$ cat config.mk
export PLATFORM = sky130hd
export DESIGN_NAME = source_text_lexer
export DESIGN_NICKNAME = d
export VERILOG_FILES = /design/src/rtl/stl_pkg.sv /design/src/rtl/source_text_lexer.sv /design/src/rtl/stl_front.sv /design/src/rtl/stl_queue.sv /design/src/rtl/stl_back.sv
export SDC_FILE = /design/constraint.sdc
export NUM_CORES = 1
export LEC_CHECK = 0
export BUFFER_PORTS_ARGS = -buffer_cell sky130_fd_sc_hd__buf_2
export CAP_MARGIN = 20
export CORE_MARGIN = 2
export CORE_UTILIZATION = 58
export DETAILED_ROUTE_END_ITERATION = 12
export PLACE_DENSITY_LB_ADDON = 0.2
export SETUP_SLACK_MARGIN = 0.3
export SLEW_MARGIN = 5
export SYNTH_ARGS = -nofsm -noshare
export SYNTH_HDL_FRONTEND = slang
export SYNTH_HIERARCHICAL = 1
export SYNTH_SLANG_ARGS = --single-unit
$ cat constraint.sdc
create_clock -name clk_i -period 13.15 [get_ports clk_i]
set_input_delay 1.9725 -clock clk_i [delete_from_list [all_inputs] [get_ports clk_i]]
set_output_delay 1.9725 -clock clk_i [all_outputs]
set_load 0.01 [all_outputs]
$ cat src/rtl/stl_pkg.sv
`timescale 1ns / 1ps

package stl_pkg;

  localparam int unsigned POSITION_BITS = 16;
  localparam int unsigned QUEUE_DEPTH   = 4;
  localparam int unsigned QUEUE_AW      = $clog2(QUEUE_DEPTH);

  // token type codes
  localparam logic [3:0] TOK_PRE   = 4'd0;
  localparam logic [3:0] TOK_IDENT = 4'd1;
  localparam logic [3:0] TOK_PRIM  = 4'd2;
  localparam logic [3:0] TOK_NUM   = 4'd3;
  localparam logic [3:0] TOK_STR   = 4'd4;
  localparam logic [3:0] TOK_TERM  = 4'd5;
  localparam logic [3:0] TOK_PUNCT = 4'd6;
  localparam logic [3:0] TOK_ARITH = 4'd7;
  localparam logic [3:0] TOK_SCOPE = 4'd8;
  localparam logic [3:0] TOK_ERR   = 4'd9;

  // two- and three-letter primitive type names, packed as bytes
  localparam logic [23:0] PRIM2 [3] = '{24'h005530, 24'h005538, 24'h004938};
  localparam logic [23:0] PRIM3 [7] = '{24'h553136, 24'h553332, 24'h553634,
                                        24'h493136, 24'h493332, 24'h493634,
                                        24'h463634};

  typedef struct packed {
    logic [7:0] char_code;
    logic       end_of_input;
  } in_item_t;

  typedef struct packed {
    logic [3:0]  token_type;
    logic [15:0] token_start;
    logic [15:0] token_length;
    logic        last_of_run;
    logic        end_of_stream;
  } token_t;

  // up to two tokens caused by one byte
  typedef struct packed {
    token_t tok0;
    token_t tok1;
    logic   two;
  } bundle_t;

  typedef struct packed {
    logic push;
    logic full;
  } queue_wr_status_t;

  function automatic logic [15:0] pos_to_start(input logic [POSITION_BITS-1:0] pos);
    logic [31:0] wide;
    wide = 32'(pos);
    return wide[15:0];
  endfunction

  function automatic logic [3:0] ident_type(input logic [15:0] len, input logic [23:0] pref);
    logic hit;
    hit = 1'b0;
    if (len == 16'd2) begin
      for (int i = 0; i < 3; i++) hit |= (pref == PRIM2[i]);
    end else if (len == 16'd3) begin
      for (int i = 0; i < 7; i++) hit |= (pref == PRIM3[i]);
    end
    return hit ? TOK_PRIM : TOK_IDENT;
  endfunction

endpackage

$ cat src/rtl/source_text_lexer.sv
`timescale 1ns / 1ps

// source_text_lexer takes one source byte per transfer and returns token
// descriptors (type, start offset, length, last-of-run and end-of-stream
// flags). A byte is accepted every clock as long as the four-entry token
// queue between the front end and the output stage has room; the front end
// keeps the lexer mode, position and pending token, and finishes each byte
// in the cycle it is accepted. The tokens of a byte are written to the queue
// and then loaded into the output register once the output stage is free.
// The output stage delivers one token per clock while the sink is ready: a
// byte that closes a token and also yields one of its own sends both tokens
// out in turn, so the sustained rate is one byte per clock except when bytes
// causing two tokens arrive in a run, where the single output port sets it.
// A byte flagged end_of_input flushes any pending token and restarts the
// offsets at zero for the next byte.

module source_text_lexer (
  input  logic               clk_i,
  input  logic               rst_ni,
  input  logic               in_valid_i,
  output logic               in_ready_o,
  input  stl_pkg::in_item_t  in_data_i,
  output logic               out_valid_o,
  input  logic               out_ready_i,
  output stl_pkg::token_t    out_data_o
);
  import stl_pkg::*;

  // front end to queue
  logic    push;
  bundle_t push_data;
  logic    full;
  // queue to output stage
  logic    pop;
  logic    nonempty;
  bundle_t pop_data;

  // classifies each byte and forms up to two tokens
  stl_front u_front (
    .clk_i      (clk_i),
    .rst_ni     (rst_ni),
    .in_valid_i (in_valid_i),
    .in_ready_o (in_ready_o),
    .in_data_i  (in_data_i),
    .q_full_i   (full),
    .q_push_o   (push),
    .q_data_o   (push_data)
  );

  // short decoupling queue of token bundles
  stl_queue u_queue (
    .clk_i       (clk_i),
    .rst_ni      (rst_ni),
    .push_i      (push),
    .push_data_i (push_data),
    .full_o      (full),
    .pop_i       (pop),
    .nonempty_o  (nonempty),
    .pop_data_o  (pop_data)
  );

  // splits bundles into single token transfers
  stl_back u_back (
    .clk_i        (clk_i),
    .rst_ni       (rst_ni),
    .q_nonempty_i (nonempty),
    .q_data_i     (pop_data),
    .q_pop_o      (pop),
    .out_valid_o  (out_valid_o),
    .out_ready_i  (out_ready_i),
    .out_data_o   (out_data_o)
  );

endmodule

$ cat src/rtl/stl_front.sv
`timescale 1ns / 1ps

module stl_front (
  input  logic                clk_i,
  input  logic                rst_ni,
  input  logic                in_valid_i,
  output logic                in_ready_o,
  input  stl_pkg::in_item_t   in_data_i,
  input  logic                q_full_i,
  output logic                q_push_o,
  output stl_pkg::bundle_t    q_data_o
);
  import stl_pkg::*;

  localparam logic [2:0] MODE_IDLE    = 3'd0;
  localparam logic [2:0] MODE_PRE     = 3'd1;
  localparam logic [2:0] MODE_IDENT   = 3'd2;
  localparam logic [2:0] MODE_NUM     = 3'd3;
  localparam logic [2:0] MODE_STR     = 3'd4;
  localparam logic [2:0] MODE_SLASH   = 3'd5;
  localparam logic [2:0] MODE_COMMENT = 3'd6;

  localparam logic [7:0] CH_SPACE = 8'h20;
  localparam logic [7:0] CH_NL    = 8'h0a;
  localparam logic [7:0] CH_TAB   = 8'h09;
  localparam logic [7:0] CH_HASH  = 8'h23;
  localparam logic [7:0] CH_QUOTE = 8'h22;
  localparam logic [7:0] CH_SLASH = 8'h2f;
  localparam logic [7:0] CH_SEMI  = 8'h3b;
  localparam logic [7:0] CH_LPAR  = 8'h28;
  localparam logic [7:0] CH_RPAR  = 8'h29;
  localparam logic [7:0] CH_COMMA = 8'h2c;
  localparam logic [7:0] CH_LBRK  = 8'h5b;
  localparam logic [7:0] CH_RBRK  = 8'h5d;
  localparam logic [7:0] CH_PLUS  = 8'h2b;
  localparam logic [7:0] CH_MINUS = 8'h2d;
  localparam logic [7:0] CH_PCT   = 8'h25;
  localparam logic [7:0] CH_STAR  = 8'h2a;
  localparam logic [7:0] CH_LBRC  = 8'h7b;
  localparam logic [7:0] CH_RBRC  = 8'h7d;
  localparam logic [7:0] CH_DOT   = 8'h2e;

  logic [2:0]               mode_q, mode_d;
  logic [POSITION_BITS-1:0] pos_q, pos_d;
  logic [POSITION_BITS-1:0] start_q, start_d;
  logic [15:0]              len_q, len_d;
  logic [23:0]              pref_q, pref_d;

  logic [7:0] c;
  logic       eoi;
  logic       accept;
  logic       is_letter, is_digit;
  logic       run_idle;

  logic                     a_v, b_v;
  logic [3:0]               a_type, b_type;
  logic [POSITION_BITS-1:0] a_start, b_start;
  logic [15:0]              a_len, b_len;
  token_t                   a_tok, b_tok;

  function automatic logic [15:0] grow(input logic [15:0] len);
    return (len != 16'hffff) ? len + 16'd1 : len;
  endfunction

  assign c         = in_data_i.char_code;
  assign eoi       = in_data_i.end_of_input;
  assign in_ready_o = !q_full_i;
  assign accept    = in_valid_i && in_ready_o;
  assign is_letter = (c >= 8'h61 && c <= 8'h7a) || (c >= 8'h41 && c <= 8'h5a);
  assign is_digit  = (c >= 8'h30 && c <= 8'h39);

  always_comb begin
    mode_d   = mode_q;
    start_d  = start_q;
    len_d    = len_q;
    pref_d   = pref_q;
    pos_d    = pos_q + POSITION_BITS'(1);
    run_idle = 1'b0;
    a_v      = 1'b0;
    a_type   = TOK_ERR;
    a_start  = start_q;
    a_len    = len_q;
    b_v      = 1'b0;
    b_type   = TOK_ERR;
    b_start  = pos_q;
    b_len    = 16'd1;

    // first: the byte against the token in progress
    unique case (mode_q)
      MODE_PRE: begin
        if (c == CH_NL) begin
          a_v      = 1'b1;
          a_type   = TOK_PRE;
          run_idle = 1'b1;
        end else begin
          len_d = grow(len_q);
        end
      end
      MODE_STR: begin
        len_d = grow(len_q);
        if (c == CH_QUOTE) begin
          a_v    = 1'b1;
          a_type = TOK_STR;
          a_len  = len_d;
          mode_d = MODE_IDLE;
        end
      end
      MODE_IDENT: begin
        if (is_letter || is_digit) begin
          len_d  = grow(len_q);
          pref_d = {pref_q[15:0], c};
        end else begin
          a_v      = 1'b1;
          a_type   = ident_type(len_q, pref_q);
          run_idle = 1'b1;
        end
      end
      MODE_NUM: begin
        if (is_digit || c == CH_DOT) begin
          len_d = grow(len_q);
        end else begin
          a_v      = 1'b1;
          a_type   = TOK_NUM;
          run_idle = 1'b1;
        end
      end
      MODE_SLASH: begin
        if (c == CH_SLASH) begin
          mode_d = MODE_COMMENT;
        end else begin
          a_v      = 1'b1;
          a_type   = TOK_ARITH;
          a_len    = 16'd1;
          run_idle = 1'b1;
        end
      end
      MODE_COMMENT: begin
        if (c == CH_NL) mode_d = MODE_IDLE;
      end
      default: run_idle = 1'b1;
    endcase

    // then the byte lexed from idle
    if (run_idle) begin
      mode_d = MODE_IDLE;
      priority if (c == CH_SPACE || c == CH_NL || c == CH_TAB) begin
        mode_d = MODE_IDLE;
      end else if (c == CH_HASH || c == CH_QUOTE || c == CH_SLASH || is_letter || is_digit) begin
        priority if (c == CH_HASH)  mode_d = MODE_PRE;
        else if (c == CH_QUOTE)     mode_d = MODE_STR;
        else if (c == CH_SLASH)     mode_d = MODE_SLASH;
        else if (is_letter)         mode_d = MODE_IDENT;
        else                        mode_d = MODE_NUM;
        start_d = pos_q;
        len_d   = 16'd1;
        pref_d  = {16'd0, c};
      end else begin
        b_v = 1'b1;
        priority if (c == CH_SEMI) b_type = TOK_TERM;
        else if (c == CH_LPAR || c == CH_RPAR || c == CH_COMMA ||
                 c == CH_LBRK || c == CH_RBRK) b_type = TOK_PUNCT;
        else if (c == CH_PLUS || c == CH_MINUS || c == CH_PCT ||
                 c == CH_STAR) b_type = TOK_ARITH;
        else if (c == CH_LBRC || c == CH_RBRC) b_type = TOK_SCOPE;
        else b_type = TOK_ERR;
      end
    end

    // end of input flushes what is pending and restarts the stream
    if (eoi) begin
      b_start = start_d;
      b_len   = len_d;
      unique case (mode_d)
        MODE_PRE: begin
          b_v    = 1'b1;
          b_type = TOK_PRE;
        end
        MODE_IDENT: begin
          b_v    = 1'b1;
          b_type = ident_type(len_d, pref_d);
        end
        MODE_NUM: begin
          b_v    = 1'b1;
          b_type = TOK_NUM;
        end
        MODE_STR: begin
          b_v    = 1'b1;
          b_type = TOK_ERR;
        end
        MODE_SLASH: begin
          b_v    = 1'b1;
          b_type = TOK_ARITH;
          b_len  = 16'd1;
        end
        default: begin
          // idle after a single-byte token keeps that token
          b_start = pos_q;
          b_len   = 16'd1;
        end
      endcase
      mode_d  = MODE_IDLE;
      pos_d   = '0;
      start_d = '0;
      len_d   = '0;
      pref_d  = '0;
    end
  end

  always_comb begin
    a_tok = '{token_type: a_type, token_start: pos_to_start(a_start), token_length: a_len,
              last_of_run: !b_v, end_of_stream: !b_v && eoi};
    b_tok = '{token_type: b_type, token_start: pos_to_start(b_start), token_length: b_len,
              last_of_run: 1'b1, end_of_stream: eoi};
    q_data_o.tok0 = a_v ? a_tok : b_tok;
    q_data_o.tok1 = b_tok;
    q_data_o.two  = a_v && b_v;
  end

  assign q_push_o = accept && (a_v || b_v);

  always_ff @(posedge clk_i or negedge rst_ni) begin
    if (!rst_ni) begin
      mode_q  <= MODE_IDLE;
      pos_q   <= '0;
      start_q <= '0;
      len_q   <= '0;
      pref_q  <= '0;
    end else if (accept) begin
      mode_q  <= mode_d;
      pos_q   <= pos_d;
      start_q <= start_d;
      len_q   <= len_d;
      pref_q  <= pref_d;
    end
  end

  a_eoi_restart: assert property (@(posedge clk_i) disable iff (!rst_ni)
    accept && eoi |=> pos_q == '0 && mode_q == MODE_IDLE)
    else $error("stream did not restart after end of input");

endmodule

$ cat src/rtl/stl_queue.sv
`timescale 1ns / 1ps

module stl_queue (
  input  logic                      clk_i,
  input  logic                      rst_ni,
  input  logic                      push_i,
  input  stl_pkg::bundle_t          push_data_i,
  output logic                      full_o,
  input  logic                      pop_i,
  output logic                      nonempty_o,
  output stl_pkg::bundle_t          pop_data_o
);
  import stl_pkg::*;

  bundle_t              mem_q [QUEUE_DEPTH];
  logic [QUEUE_AW-1:0]  wptr_q, rptr_q;
  logic [QUEUE_AW:0]    count_q, count_d;
  queue_wr_status_t     wr_st;

  assign full_o     = (count_q == (QUEUE_AW+1)'(QUEUE_DEPTH));
  assign nonempty_o = (count_q != '0);
  assign pop_data_o = mem_q[rptr_q];
  assign wr_st      = '{push: push_i, full: full_o};

  always_comb begin
    count_d = count_q;
    if (push_i && !pop_i) count_d = count_q + (QUEUE_AW+1)'(1);
    else if (!push_i && pop_i) count_d = count_q - (QUEUE_AW+1)'(1);
  end

  always_ff @(posedge clk_i) begin
    if (push_i) mem_q[wptr_q] <= push_data_i;
  end

  always_ff @(posedge clk_i or negedge rst_ni) begin
    if (!rst_ni) begin
      wptr_q  <= '0;
      rptr_q  <= '0;
      count_q <= '0;
    end else begin
      if (push_i) wptr_q <= wptr_q + QUEUE_AW'(1);
      if (pop_i)  rptr_q <= rptr_q + QUEUE_AW'(1);
      count_q <= count_d;
    end
  end

  a_no_overflow: assert property (@(posedge clk_i) disable iff (!rst_ni)
    wr_st.push |-> !wr_st.full)
    else $error("push into a full queue");

  a_no_underflow: assert property (@(posedge clk_i) disable iff (!rst_ni)
    pop_i |-> nonempty_o)
    else $error("pop from an empty queue");

endmodule

$ cat src/rtl/stl_back.sv
`timescale 1ns / 1ps

module stl_back (
  input  logic                clk_i,
  input  logic                rst_ni,
  input  logic                q_nonempty_i,
  input  stl_pkg::bundle_t    q_data_i,
  output logic                q_pop_o,
  output logic                out_valid_o,
  input  logic                out_ready_i,
  output stl_pkg::token_t     out_data_o
);
  import stl_pkg::*;

  logic   out_valid_q, out_valid_d;
  token_t out_tok_q, out_tok_d;
  logic   pend_valid_q, pend_valid_d;
  token_t pend_tok_q, pend_tok_d;
  logic   out_free;

  assign out_free = !out_valid_q || out_ready_i;
  assign q_pop_o  = out_free && !pend_valid_q && q_nonempty_i;

  always_comb begin
    out_valid_d  = out_valid_q;
    out_tok_d    = out_tok_q;
    pend_valid_d = pend_valid_q;
    pend_tok_d   = pend_tok_q;
    if (out_free) begin
      priority if (pend_valid_q) begin
        out_valid_d  = 1'b1;
        out_tok_d    = pend_tok_q;
        pend_valid_d = 1'b0;
      end else if (q_nonempty_i) begin
        out_valid_d  = 1'b1;
        out_tok_d    = q_data_i.tok0;
        pend_valid_d = q_data_i.two;
        pend_tok_d   = q_data_i.tok1;
      end else begin
        out_valid_d = 1'b0;
      end
    end
  end

  always_ff @(posedge clk_i) begin
    out_tok_q  <= out_tok_d;
    pend_tok_q <= pend_tok_d;
  end

  always_ff @(posedge clk_i or negedge rst_ni) begin
    if (!rst_ni) begin
      out_valid_q  <= 1'b0;
      pend_valid_q <= 1'b0;
    end else begin
      out_valid_q  <= out_valid_d;
      pend_valid_q <= pend_valid_d;
    end
  end

  assign out_valid_o = out_valid_q;
  assign out_data_o  = out_tok_q;

  a_pend_behind_out: assert property (@(posedge clk_i) disable iff (!rst_ni)
    pend_valid_q |-> out_valid_q && !out_tok_q.last_of_run)
    else $error("second token pending without its first on the output");

  a_eos_is_last: assert property (@(posedge clk_i) disable iff (!rst_ni)
    out_valid_q && out_tok_q.end_of_stream |-> out_tok_q.last_of_run)
    else $error("end of stream on a token that is not last of its run");

endmodule
---- Word-level counts from Yosys, hierarchy flattened ----
Memories as Yosys holds them, arrays and structs flattened.
Cells that the tools add are included.
storage, ports and cells
  register bits ........................... 160
  latch bits .............................. 0
  bits in writable memories ............... 304
  memory bits (read-only) ................. 0
  input port bits ......................... 13
  output and inout bits ................... 40
  word-level logic and storage cells ...... 237
  memories ................................ 1
memory list
  memory         words  width  read ports  clocked after memory_dff  wr ports  RTL line         RTL
  u_queue.mem_q  4      76     1           0                         1         stl_queue.sv:15  bundle_t mem_q [QUEUE_DEPTH];
cells by class
  add/sub/neg operators ................... 6
  multiply operators ...................... 0
  divide/modulo/power cells ............... 0
  magnitude comparators ................... 6
  eq/ne operators ......................... 56
  shifts and indexed selects .............. 0
  mux-type cells .......................... 87
  bitwise gates (word level) .............. 17
  reduce and logical (&&, ||, !) cells .... 44
operators with widths
  operator                                                                              count
  24-bit by 23-bit == test with 1-bit output (second input constant)                    14
  16-bit 2-to-1 mux                                                                     19
  24-bit by 15-bit == test with 1-bit output (second input constant)                    6
  24-bit 2-to-1 mux                                                                     6
  38-bit 2-to-1 mux                                                                     3
  8-bit by 6-bit == test with 1-bit output (second input constant)                      13
  16-bit by 2-bit == test with 1-bit output (second input constant)                     4
  16-bit case mux with 4 select lines                                                   1
  4-bit 2-to-1 mux                                                                      12
  4-bit case mux with 5 select lines                                                    2
  3-bit 2-to-1 mux                                                                      12
  16-bit by 1-bit adder with 16-bit output (second input constant)                      2
  8-bit by 7-bit == test with 1-bit output (second input constant)                      4
  16-bit case mux with 2 select lines                                                   1
  1-bit 2-to-1 mux                                                                      26
  1-bit logical OR                                                                      19
  3-bit == test (second input constant)                                                 6
  8-bit by 4-bit == test with 1-bit output (second input constant)                      2
  8-bit by 7-bit greater-or-equal comparator with 1-bit output (second input constant)  2
  8-bit by 7-bit <= comparator with 1-bit output (second input constant)                2
  16-bit inequality test (second input constant)                                        1
  1-bit OR                                                                              16
  3-bit by 2-bit == test with 1-bit output (second input constant)                      4
  1-bit logical AND                                                                     11
  18 further kinds                                                                      28

---- Depth between registers and ports, before layout ----
Gate-level depths: netlist (run 1).
  depth after elaboration ................. 24
  gate-level depth with buffers ........... 16
  depth with buffers taken out ............ 15

---- Modules after synthesis ----
Netlist (run 1), hierarchy kept.
by module, submodules not included
  module     instances  cells each  area an instance (µm²)
  stl_queue  1          437         11506.0
  stl_front  1          799         6358.6
  stl_back   1          131         3046.7

---- Worst setup path before layout (run 1) ----
Ideal clock, no wire load.
  path kind ............................... input -> register
  start ................................... input port in_data_i[5] (netlist bit)
  end ..................................... memory u_queue/mem_q[1][0] (netlist bit) (enable)
  library setup time ...................... 443 ps
  arrival time ............................ 6325 ps
  data required time ...................... 12707 ps
  path slack .............................. 6382 ps
  stages .................................. 11
  path through ............................ or4b_1 buf_2 or4_4 mux2_2 o21ai_2 mux2_4 o21ai_2 a31oi_4 nor2_1 a21oi_1 and2_1
on the way
  longest elaborated chain between the ends .. 18
RTL lines
  what                                                                                                                                   RTL line                 RTL
  start, declared                                                                                                                        source_text_lexer.sv:22  input stl_pkg::in_item_t in_data_i,
  8-bit by 7-bit greater-or-equal comparator with 1-bit output / 8-bit by 7-bit <= comparator with 1-bit output (equally long branches)  stl_front.sv:69          assign is_letter = (c >= 8'h61 && c <= 8'h7a) || (c >= 8'h41 && c <= 8'h5a);
  1-bit logical AND                                                                                                                      stl_front.sv:69
  1-bit logical OR                                                                                                                       stl_front.sv:69
  1-bit 2-to-1 mux                                                                                                                       stl_front.sv:152         else if (is_letter) mode_d = MODE_IDENT;
  3-bit 2-to-1 mux                                                                                                                       stl_front.sv:151         else if (c == CH_SLASH) mode_d = MODE_SLASH;
  3-bit 2-to-1 mux                                                                                                                       stl_front.sv:150         else if (c == CH_QUOTE) mode_d = MODE_STR;
  3-bit 2-to-1 mux                                                                                                                       stl_front.sv:149         priority if (c == CH_HASH) mode_d = MODE_PRE;
  3-bit 2-to-1 mux                                                                                                                       stl_front.sv:148         end else if (c == CH_HASH || c == CH_QUOTE || c == CH_SLASH || is_letter || is_digit) begin
  [... 3 more ...]                                                                                                                       --
  5-bit OR reduction (no line)                                                                                                           --
  1-bit 2-to-1 mux                                                                                                                       stl_front.sv:173         unique case (mode_d)
  1-bit 2-to-1 mux                                                                                                                       stl_front.sv:170         if (eoi) begin
  1-bit logical OR (*)                                                                                                                   stl_front.sv:219         assign q_push_o = accept && (a_v || b_v);
  1-bit logical AND (*)                                                                                                                  stl_front.sv:219
  net push                                                                                                                               source_text_lexer.sv:30  logic push;
  1-bit 2-to-1 mux (*)                                                                                                                   stl_queue.sv:32          if (push_i) mem_q[wptr_q] <= push_data_i;
  1-bit 2-to-1 mux (not written as such) (*)                                                                                             stl_queue.sv:32
  end, declared                                                                                                                          stl_queue.sv:15
Mark *: on every way through the listed nets, which the timed path passes. The rest lies on a longest branch.

---- Worst setup path in the final report (run 1) ----
  start ................................... input port in_data_i[5] (netlist bit)
  end ..................................... memory u_queue/mem_q[1][14] (netlist bit) (enable)
Same word-level chain as after synthesis.

==> results of run 1 <==
-- synthesized netlist by cell type (9+ instances only) --
cell	number	share of area, %
mux2_2	25	1.3
a22oi_1	22	0.79
o31ai_1	14	0.50
nor4_1	9	0.27
o21ai_0	66	1.6
nor2b_1	10	0.30
dfrtp_1	84	10
xnor2_1	11	0.46
buf_2	15	0.36
a21oi_1	30	0.72
nor3b_1	9	0.32
mux2_4	52	3.7
inv_1	21	0.38
nor3_1	24	0.57
edfxtp_1	384	55
xor2_1	23	0.96
nand4_1	19	0.57
and2_1	13	0.39
clkbuf_1	56	1.0
a22o_1	17	0.71
o211ai_1	12	0.43
nand2_1	96	1.7
and3_1	10	0.30
nand2b_1	11	0.33
nor2_1	80	1.4
nand3_1	22	0.53
mux4_2	77	8.3
-- worst max path at each step --
| stage | slack, ns | end | cells past startpoint |
|---|---|---|---|
| floorplan | 6.38 | u_queue/mem_q[1][0] | 11 |
| global placement | 6.16 | u_queue/mem_q[1][48] | 10 |
| detailed placement | 6.09 | u_queue/mem_q[1][13] | 10 |
| CTS | 6.70 | u_queue/mem_q[1][14] | 10 |
| global route | 6.43 | u_queue/mem_q[1][12] | 10 |
| finish | 6.66 | u_queue/mem_q[1][14] | 10 |
-- per-stage QoR --
step	hold WS, ns	cell area (um2)	utilization [%]
2_1_floorplan	0.449	20900	-
3_3_place_gp	0.463	21400	60.3
3_5_place_dp	0.472	21400	60.3
4_1_cts	0.484	22900	64.4
5_1_grt	0.516	22900	64.4
6_report	0.482	22900	64.4
-- power groups by stage --
stage          registers [W]  logic (W)  clock network [W]
2_1_floorplan        0.00221   0.000977                  0
3_3_place_gp         0.00227    0.00123                  0
3_5_place_dp         0.00228    0.00125                  0
4_1_cts              0.00225    0.00125            0.00130
5_1_grt              0.00229    0.00133            0.00135
6_report             0.00225    0.00124            0.00127
-- logic make-up (layout without fill, tap and decap cells) --
logic type,Yosys count,in the layout
flip-flops,468,468
AND/OR/NAND/NOR,344,344
AO/OA/AOI/OAI,239,239
multiplexers,161,161
buffers and inverters,111,178
XOR/XNOR,34,34
adder cells (fa/ha/maj),9,9
other,1,1
-- registers in the layout, indices dropped and copies added (netlist names) --
signal and cells:
u_queue/count_q 3, u_back/out_valid_o 1, u_front/pos_q 16, u_front/mode_q 3
u_back/pend_tok_q 38, u_front/pref_q 24, u_front/a_start 16, u_queue/mem_q 308
u_back/pend_valid_q 1, u_queue/wptr_q 2, u_back/out_data_o 38, u_queue/rptr_q 2
u_front/len_q 16
-- critical path: cells and delay by family --
kind            cells  cell delay (ns)
simple gates        6             2.97
buf+inv             3             1.10
compound gates      1             0.56
-- routing by layer --
metal / global-route usage, % / up-vias / part of all wire (%)
met5: 0 / - / 0
met3: 4.96 / 75 / 7.7
li1: - / 5415 / -
met4: 7.77 / 0 / 2.7
met2: 36.2 / 478 / 46
met1: 35.7 / 6134 / 44
-- final cells by class --
type / instances / area, um2 / area share (%)
Multi-Input combinational cell: 788 / 6720 / 29.3
Timing Repair Buffer: 72 / 413 / 1.80
Clock inverter: 26 / 189 / 0.825
Inverter: 22 / 82.6 / 0.361
Tap cell: 461 / 577 / 2.52
Clock buffer: 58 / 1270 / 5.55
Sequential cell: 468 / 13600 / 59.6
==> run_results.csv, run 1 <==
group,metric,value,unit
synth,netlist_instances,1367,
setup_path,cp_max_fo,49,
power_and_ir_drop,p_comb_share,26.1,%
power_and_ir_drop,p_leak,8.05,nW
timing,tightest_slew,1.13,ns
cells_and_area,insertedDiodeCount,0,
synth,synth-compound-area-share,7.98,%
cells_and_area,layout_commonest_cell,"edfxtp_1",
floorplan,die_w,194,um
cells_and_area,layout.nets,1421,
power_and_ir_drop,seqPwrFrac,47.3,%
synth,synthArstFlopShare,17.9,%
synth,syn_area_per_cell,15.3,um2
detailed_routing,post_drt_wl_per_cell,23.7,um
timing,finalHoldViolCount,0,
synth,ys_seq_area_share,65.2,%
clock_network,clk_pin_slew,0.06,ns
min_path,hold_path_depth,1,
power_and_ir_drop,irDropWorstVdd,0.130,mV
placement,gp_congestion,0.910,
global_routing,grt_max_degree,60,
placement,dp_hpwl,27700,um
power_and_ir_drop,pwr-share-clk,26.6,%
detailed_routing,postRouteAntennaNets,0,
floorplan,ios,53,
setup_path,regToRegSetupSlack,7.93,ns
setup_path,rr_startpoint,"u_front/mode_q[1]",
setup_path,end_kind,"register",
global_routing,antenna_found_initial,0,
setup_path,regToRegEndpoint,"u_queue/mem_q[1][14]",
clock_network,htreeDepth,2,
cells_and_area,n_fill_cell,2494,
status,status,"complete, no violations",
min_path,hold_path_end,"u_queue/count_q[2]",
clock_network,post-cts-setup-buffer-count,0,
synth,synthXorXnorAreaFrac,1.42,%
floorplan,core-area,0.0356,mm2
cells_and_area,drive_gt1_share,22.4,%
clock_network,clk_latency,0.58,ns
clock_network,cts_resized,0,
synth,synth_fp_nets,1389,
synth,ys.flop_type,"edfxtp_1",
setup_path,crit_path_top_delay_cell,"buf_4",
power_and_ir_drop,design_power_total,0.00475,W
cells_and_area,syn_to_final_growth,9.47,%
power_and_ir_drop,p_per_area,207,mW/mm2
timing,period_needed,6.49,ns
setup_path,required,13.35,ns
timing,setup_viol,0,
synth,muxShareOfSynthArea,13.7,%
timing,max_slew_margin,24.4,%
power_and_ir_drop,p_switching,0.00138,W
clock_network,cts_tree,"yes",
min_path,hp-start,"u_queue/count_q[2]",
setup_path,crit_start,"in_data_i[5]",
floorplan,num_rows,69,
cells_and_area,finalNonFillerCells,1895,
synth,synth_top_family_by_area,"multiplexers",
setup_path,startpoint_type,"input pin",
placement,placed_cells,1811,
power_and_ir_drop,swShare,29.1,%
global_routing,grt-ovfl-total,0,
run,maxCapViolCount,0,
detailed_routing,first_iter_violations,1380,
timing,rsz0062_at_grt,"false",
timing,tns,0,ns
synth,synth-simple-area-share,8.30,%
synth,synth_seq_cells,468,
power_and_ir_drop,p_int,0.00337,W
min_path,hp-class,"reg2reg",
synth,synthAdderAreaFrac,0.574,%
global_routing,grt_util_all_layers,24.0,%
timing,fin_crit_sh,49.4,%
timing,fmax,154,MHz
setup_path,cp.arrival,6.69,ns
timing,setup_ws,6.66,ns
detailed_routing,drt_wl_total,44800,um
setup_path,critical_path_class,"in2reg",
clock_network,root_buffer,"clkbuf_16",
synth,synth_edf_count,384,
clock_network,cts_num_sinks,468,
timing,drv_slew,0,
floorplan,fp.dieArea,0.0376,mm2
clock_network,numCtsBuffers,47,
detailed_routing,viasPerCell,6.39,
detailed_routing,drc,0,
floorplan,initial_core_util,58.8,%
timing,finClkSkew,0.0185,ns
synth,netlist_area,0.0209,mm2
synth,yosysWarningCount,6,
floorplan,dieHeight,194,um
setup_path,slowest_delay,0.68,ns
detailed_routing,dr.pass1.iters,5,
detailed_routing,vias,12100,
placement,dpl_worst_slack,6.09,ns
cells_and_area,layout_common_cells,"384 x edfxtp_1, 96 x nand2_1, 81 x dfrtp_1, 78 x nor2_1, 77 x mux4_2",
setup_path,reg2reg_depth,10,
clock_network,cts-hold-fix-buffers,0,
synth,synth_cell_type_count,81,
global_routing,grt_pass1_vias,12000,
clock_network,ctsLongestPathBuffers,3,
global_routing,grt_pass1_wl,69600,um
setup_path,path_cells,"buf_2, or4b_1, or4_4, nand2b_1, and2_1, nand2_1, inv_2, a21oi_1, and2_4, buf_4",
placement,port_buffers,52,
Power figures use the tool's default switching activity.
==> inputs of run 2 (changes only) <==
==> constraint.sdc (replaced) <==
create_clock -name clk_i -period 6.2 [get_ports clk_i]
set_input_delay 0.93 -clock clk_i [delete_from_list [all_inputs] [get_ports clk_i]]
set_output_delay 0.93 -clock clk_i [all_outputs]
set_load 0.01 [all_outputs]
==> run 2 against run 1 <==
Against the previous run:
- first-iteration DRC count down 4.4%
- worst hold slack worse by 0.21 ns
- combinational power up 120%
- routed wire length up 1.2%
- power up 120%
- register-to-register slack worse by 6.5 ns
- clock skew about the same
- clock power up 120%
- critical path depth up 1
- sequential share of layout area down 0.46 points
- flip-flop and latch count unchanged
- critical path type unchanged
- highest routed layer unchanged
==> run_results.csv, run 2 (synthesis gave the netlist of run 1 again) <==
group,metric,value,unit
global_routing,grt_util_all_layers,24.5,%
clock_network,clk_latency,0.58,ns
clock_network,cts_resized,0,
timing,rsz0062_at_grt,"false",
setup_path,path_cells,"buf_2, nor4_1, nand4b_1, o31a_1, a31oi_1, a32oi_2, a31oi_4, nor2_1, a21oi_1, and2_4, buf_4",
floorplan,initial_core_util,58.8,%
cells_and_area,layout.nets,1431,
detailed_routing,viasPerCell,6.39,
clock_network,numCtsBuffers,47,
detailed_routing,drt_wl_total,45300,um
power_and_ir_drop,p_leak,8.13,nW
clock_network,cts-hold-fix-buffers,0,
setup_path,startpoint_type,"input pin",
power_and_ir_drop,irDropWorstVdd,0.343,mV
setup_path,end_kind,"register",
run,maxCapViolCount,0,
clock_network,ctsLongestPathBuffers,3,
global_routing,antenna_found_initial,0,
timing,tns,0,ns
placement,gp_congestion,0.917,
timing,finalHoldViolCount,0,
setup_path,cp.arrival,5.23,ns
detailed_routing,drc,0,
timing,tightest_slew,1.14,ns
detailed_routing,first_iter_violations,1319,
cells_and_area,insertedDiodeCount,0,
power_and_ir_drop,p_per_area,444,mW/mm2
placement,port_buffers,52,
clock_network,clk_pin_slew,0.05,ns
setup_path,critical_path_class,"in2reg",
clock_network,htreeDepth,2,
detailed_routing,post_drt_wl_per_cell,23.8,um
cells_and_area,syn_to_final_growth,10.3,%
floorplan,die_w,194,um
timing,period_needed,4.97,ns
clock_network,post-cts-setup-buffer-count,0,
global_routing,grt_pass1_vias,11900,
cells_and_area,regMostFlops,"u_queue/mem_q",
floorplan,fp.dieArea,0.0376,mm2
power_and_ir_drop,swShare,29.0,%
cells_and_area,stdcell_area,0.0231,mm2
placement,placed_cells,1819,
floorplan,ios,53,
floorplan,dieHeight,194,um
cells_and_area,finalNonFillerCells,1906,
cells_and_area,layout_commonest_cell,"edfxtp_1",
cells_and_area,largest_reg_flops,308,
clock_network,cts_num_sinks,468,
floorplan,core-area,0.0356,mm2
power_and_ir_drop,p_int,0.00727,W
setup_path,cp_max_fo,29,
floorplan,num_rows,69,
setup_path,crit_path_top_delay_cell,"nor4_1",
clock_network,root_buffer,"clkbuf_16",
timing,fmax,201,MHz
global_routing,grt-ovfl-total,0,
timing,finClkSkew,0.0188,ns
detailed_routing,postRouteAntennaNets,0,
power_and_ir_drop,seqPwrFrac,46.1,%
setup_path,slowest_delay,0.70,ns
detailed_routing,dr.pass1.iters,5,
cells_and_area,n_fill_cell,2498,
cells_and_area,drive_gt1_share,22.8,%
min_path,hp-class,"in2async",
global_routing,grt_pass1_wl,70800,um
clock_network,cts_tree,"yes",
timing,drv_slew,0,
global_routing,grt_max_degree,65,
setup_path,required,6.45,ns
timing,setup_viol,0,
timing,fin_crit_sh,80.2,%
setup_path,crit_family,"compound AO/OA/AOI/OAI gates",
power_and_ir_drop,p_switching,0.00297,W
placement,dp_hpwl,29100,um
placement,post_dp_cell_area,0.0215,mm2
status,status,"complete, no violations",
setup_path,cp_num_buf_inv,2,
timing,max_slew_margin,23.6,%
power_and_ir_drop,p_comb_share,26.7,%
detailed_routing,vias,12200,
power_and_ir_drop,pwr-share-clk,27.2,%
cells_and_area,layout_common_cells,"384 x edfxtp_1, 96 x nand2_1, 81 x dfrtp_1, 78 x nor2_1, 77 x mux4_2",
-- run 2: final timing paths --
check                                        to          startpoint  cells past startpoint  slack (ns)
max in group asynchronous     u_front/pref_q[0]              rst_ni                      2        4.77
min                            u_front/len_q[5]              rst_ni                      1        0.27
min reg2reg                  u_queue/count_q[2]  u_queue/count_q[2]                      1        0.51
min in group clk_i           u_queue/count_q[2]  u_queue/count_q[2]                      1        0.51
max reg2reg                u_queue/mem_q[0][61]   u_front/mode_q[1]                     10        1.41
max                        u_queue/mem_q[0][61]        in_data_i[5]                     11        1.23
-- run 2: through the flow --
stage / power [W] / hold slack (ns) / utilization (%) / setup slack, ns
final: 0.0102 / 0.269 / 64.9 / 1.23
after global placement: 0.00746 / 0.469 / 60.6 / 1.02
after global routing: 0.0107 / 0.272 / 64.9 / 0.928
after detailed placement: 0.00753 / 0.497 / 60.6 / 0.831
after floorplan: 0.00677 / 0.449 / - / 0.474
after CTS: 0.0103 / 0.246 / 64.8 / 1.43
-- run 2: final cells by class --
type | instances | area [um2] | share of cell area, %
clock buffer | 62 | 1250 | 5.43
multi-input combinational | 788 | 6720 | 29.1
timing repair buffer | 82 | 536 | 2.32
sequential | 468 | 13600 | 59.1
clock inverter | 23 | 260 | 1.13
tap | 461 | 577 | 2.50
inverter | 22 | 82.6 | 0.358
-- run 2: worst reg2reg max path, stage by stage, from the launching register on --
cell	delay [ns]
dfrtp_1	0.55
nor2b_1	0.42
nand2_1	0.13
o31a_1	0.47
a31oi_1	0.63
a32oi_2	0.35
a31oi_4	0.31
nor2_1	0.10
a21oi_1	0.56
and2_4	0.57
buf_4	0.36
-- run 2: power by group through the flow --
stage	clock, W	sequential [W]	combinational [W]
after floorplan	0	0.00469	0.00207
after global placement	0	0.00475	0.00271
after detailed placement	0	0.00478	0.00275
after CTS	0.00285	0.00473	0.00276
after global routing	0.00297	0.00480	0.00293
final	0.00279	0.00472	0.00273
-- run 2: per-layer routing --
metal / vias to the layer above / wire (um) / track usage, %
met2: 457 / 21000 / 37.7
met3: 67 / 3300 / 4.57
li1: 5425 / - / -
met5: - / 0 / 0
met1: 6231 / 20200 / 36.6
met4: 0 / 862 / 6.45
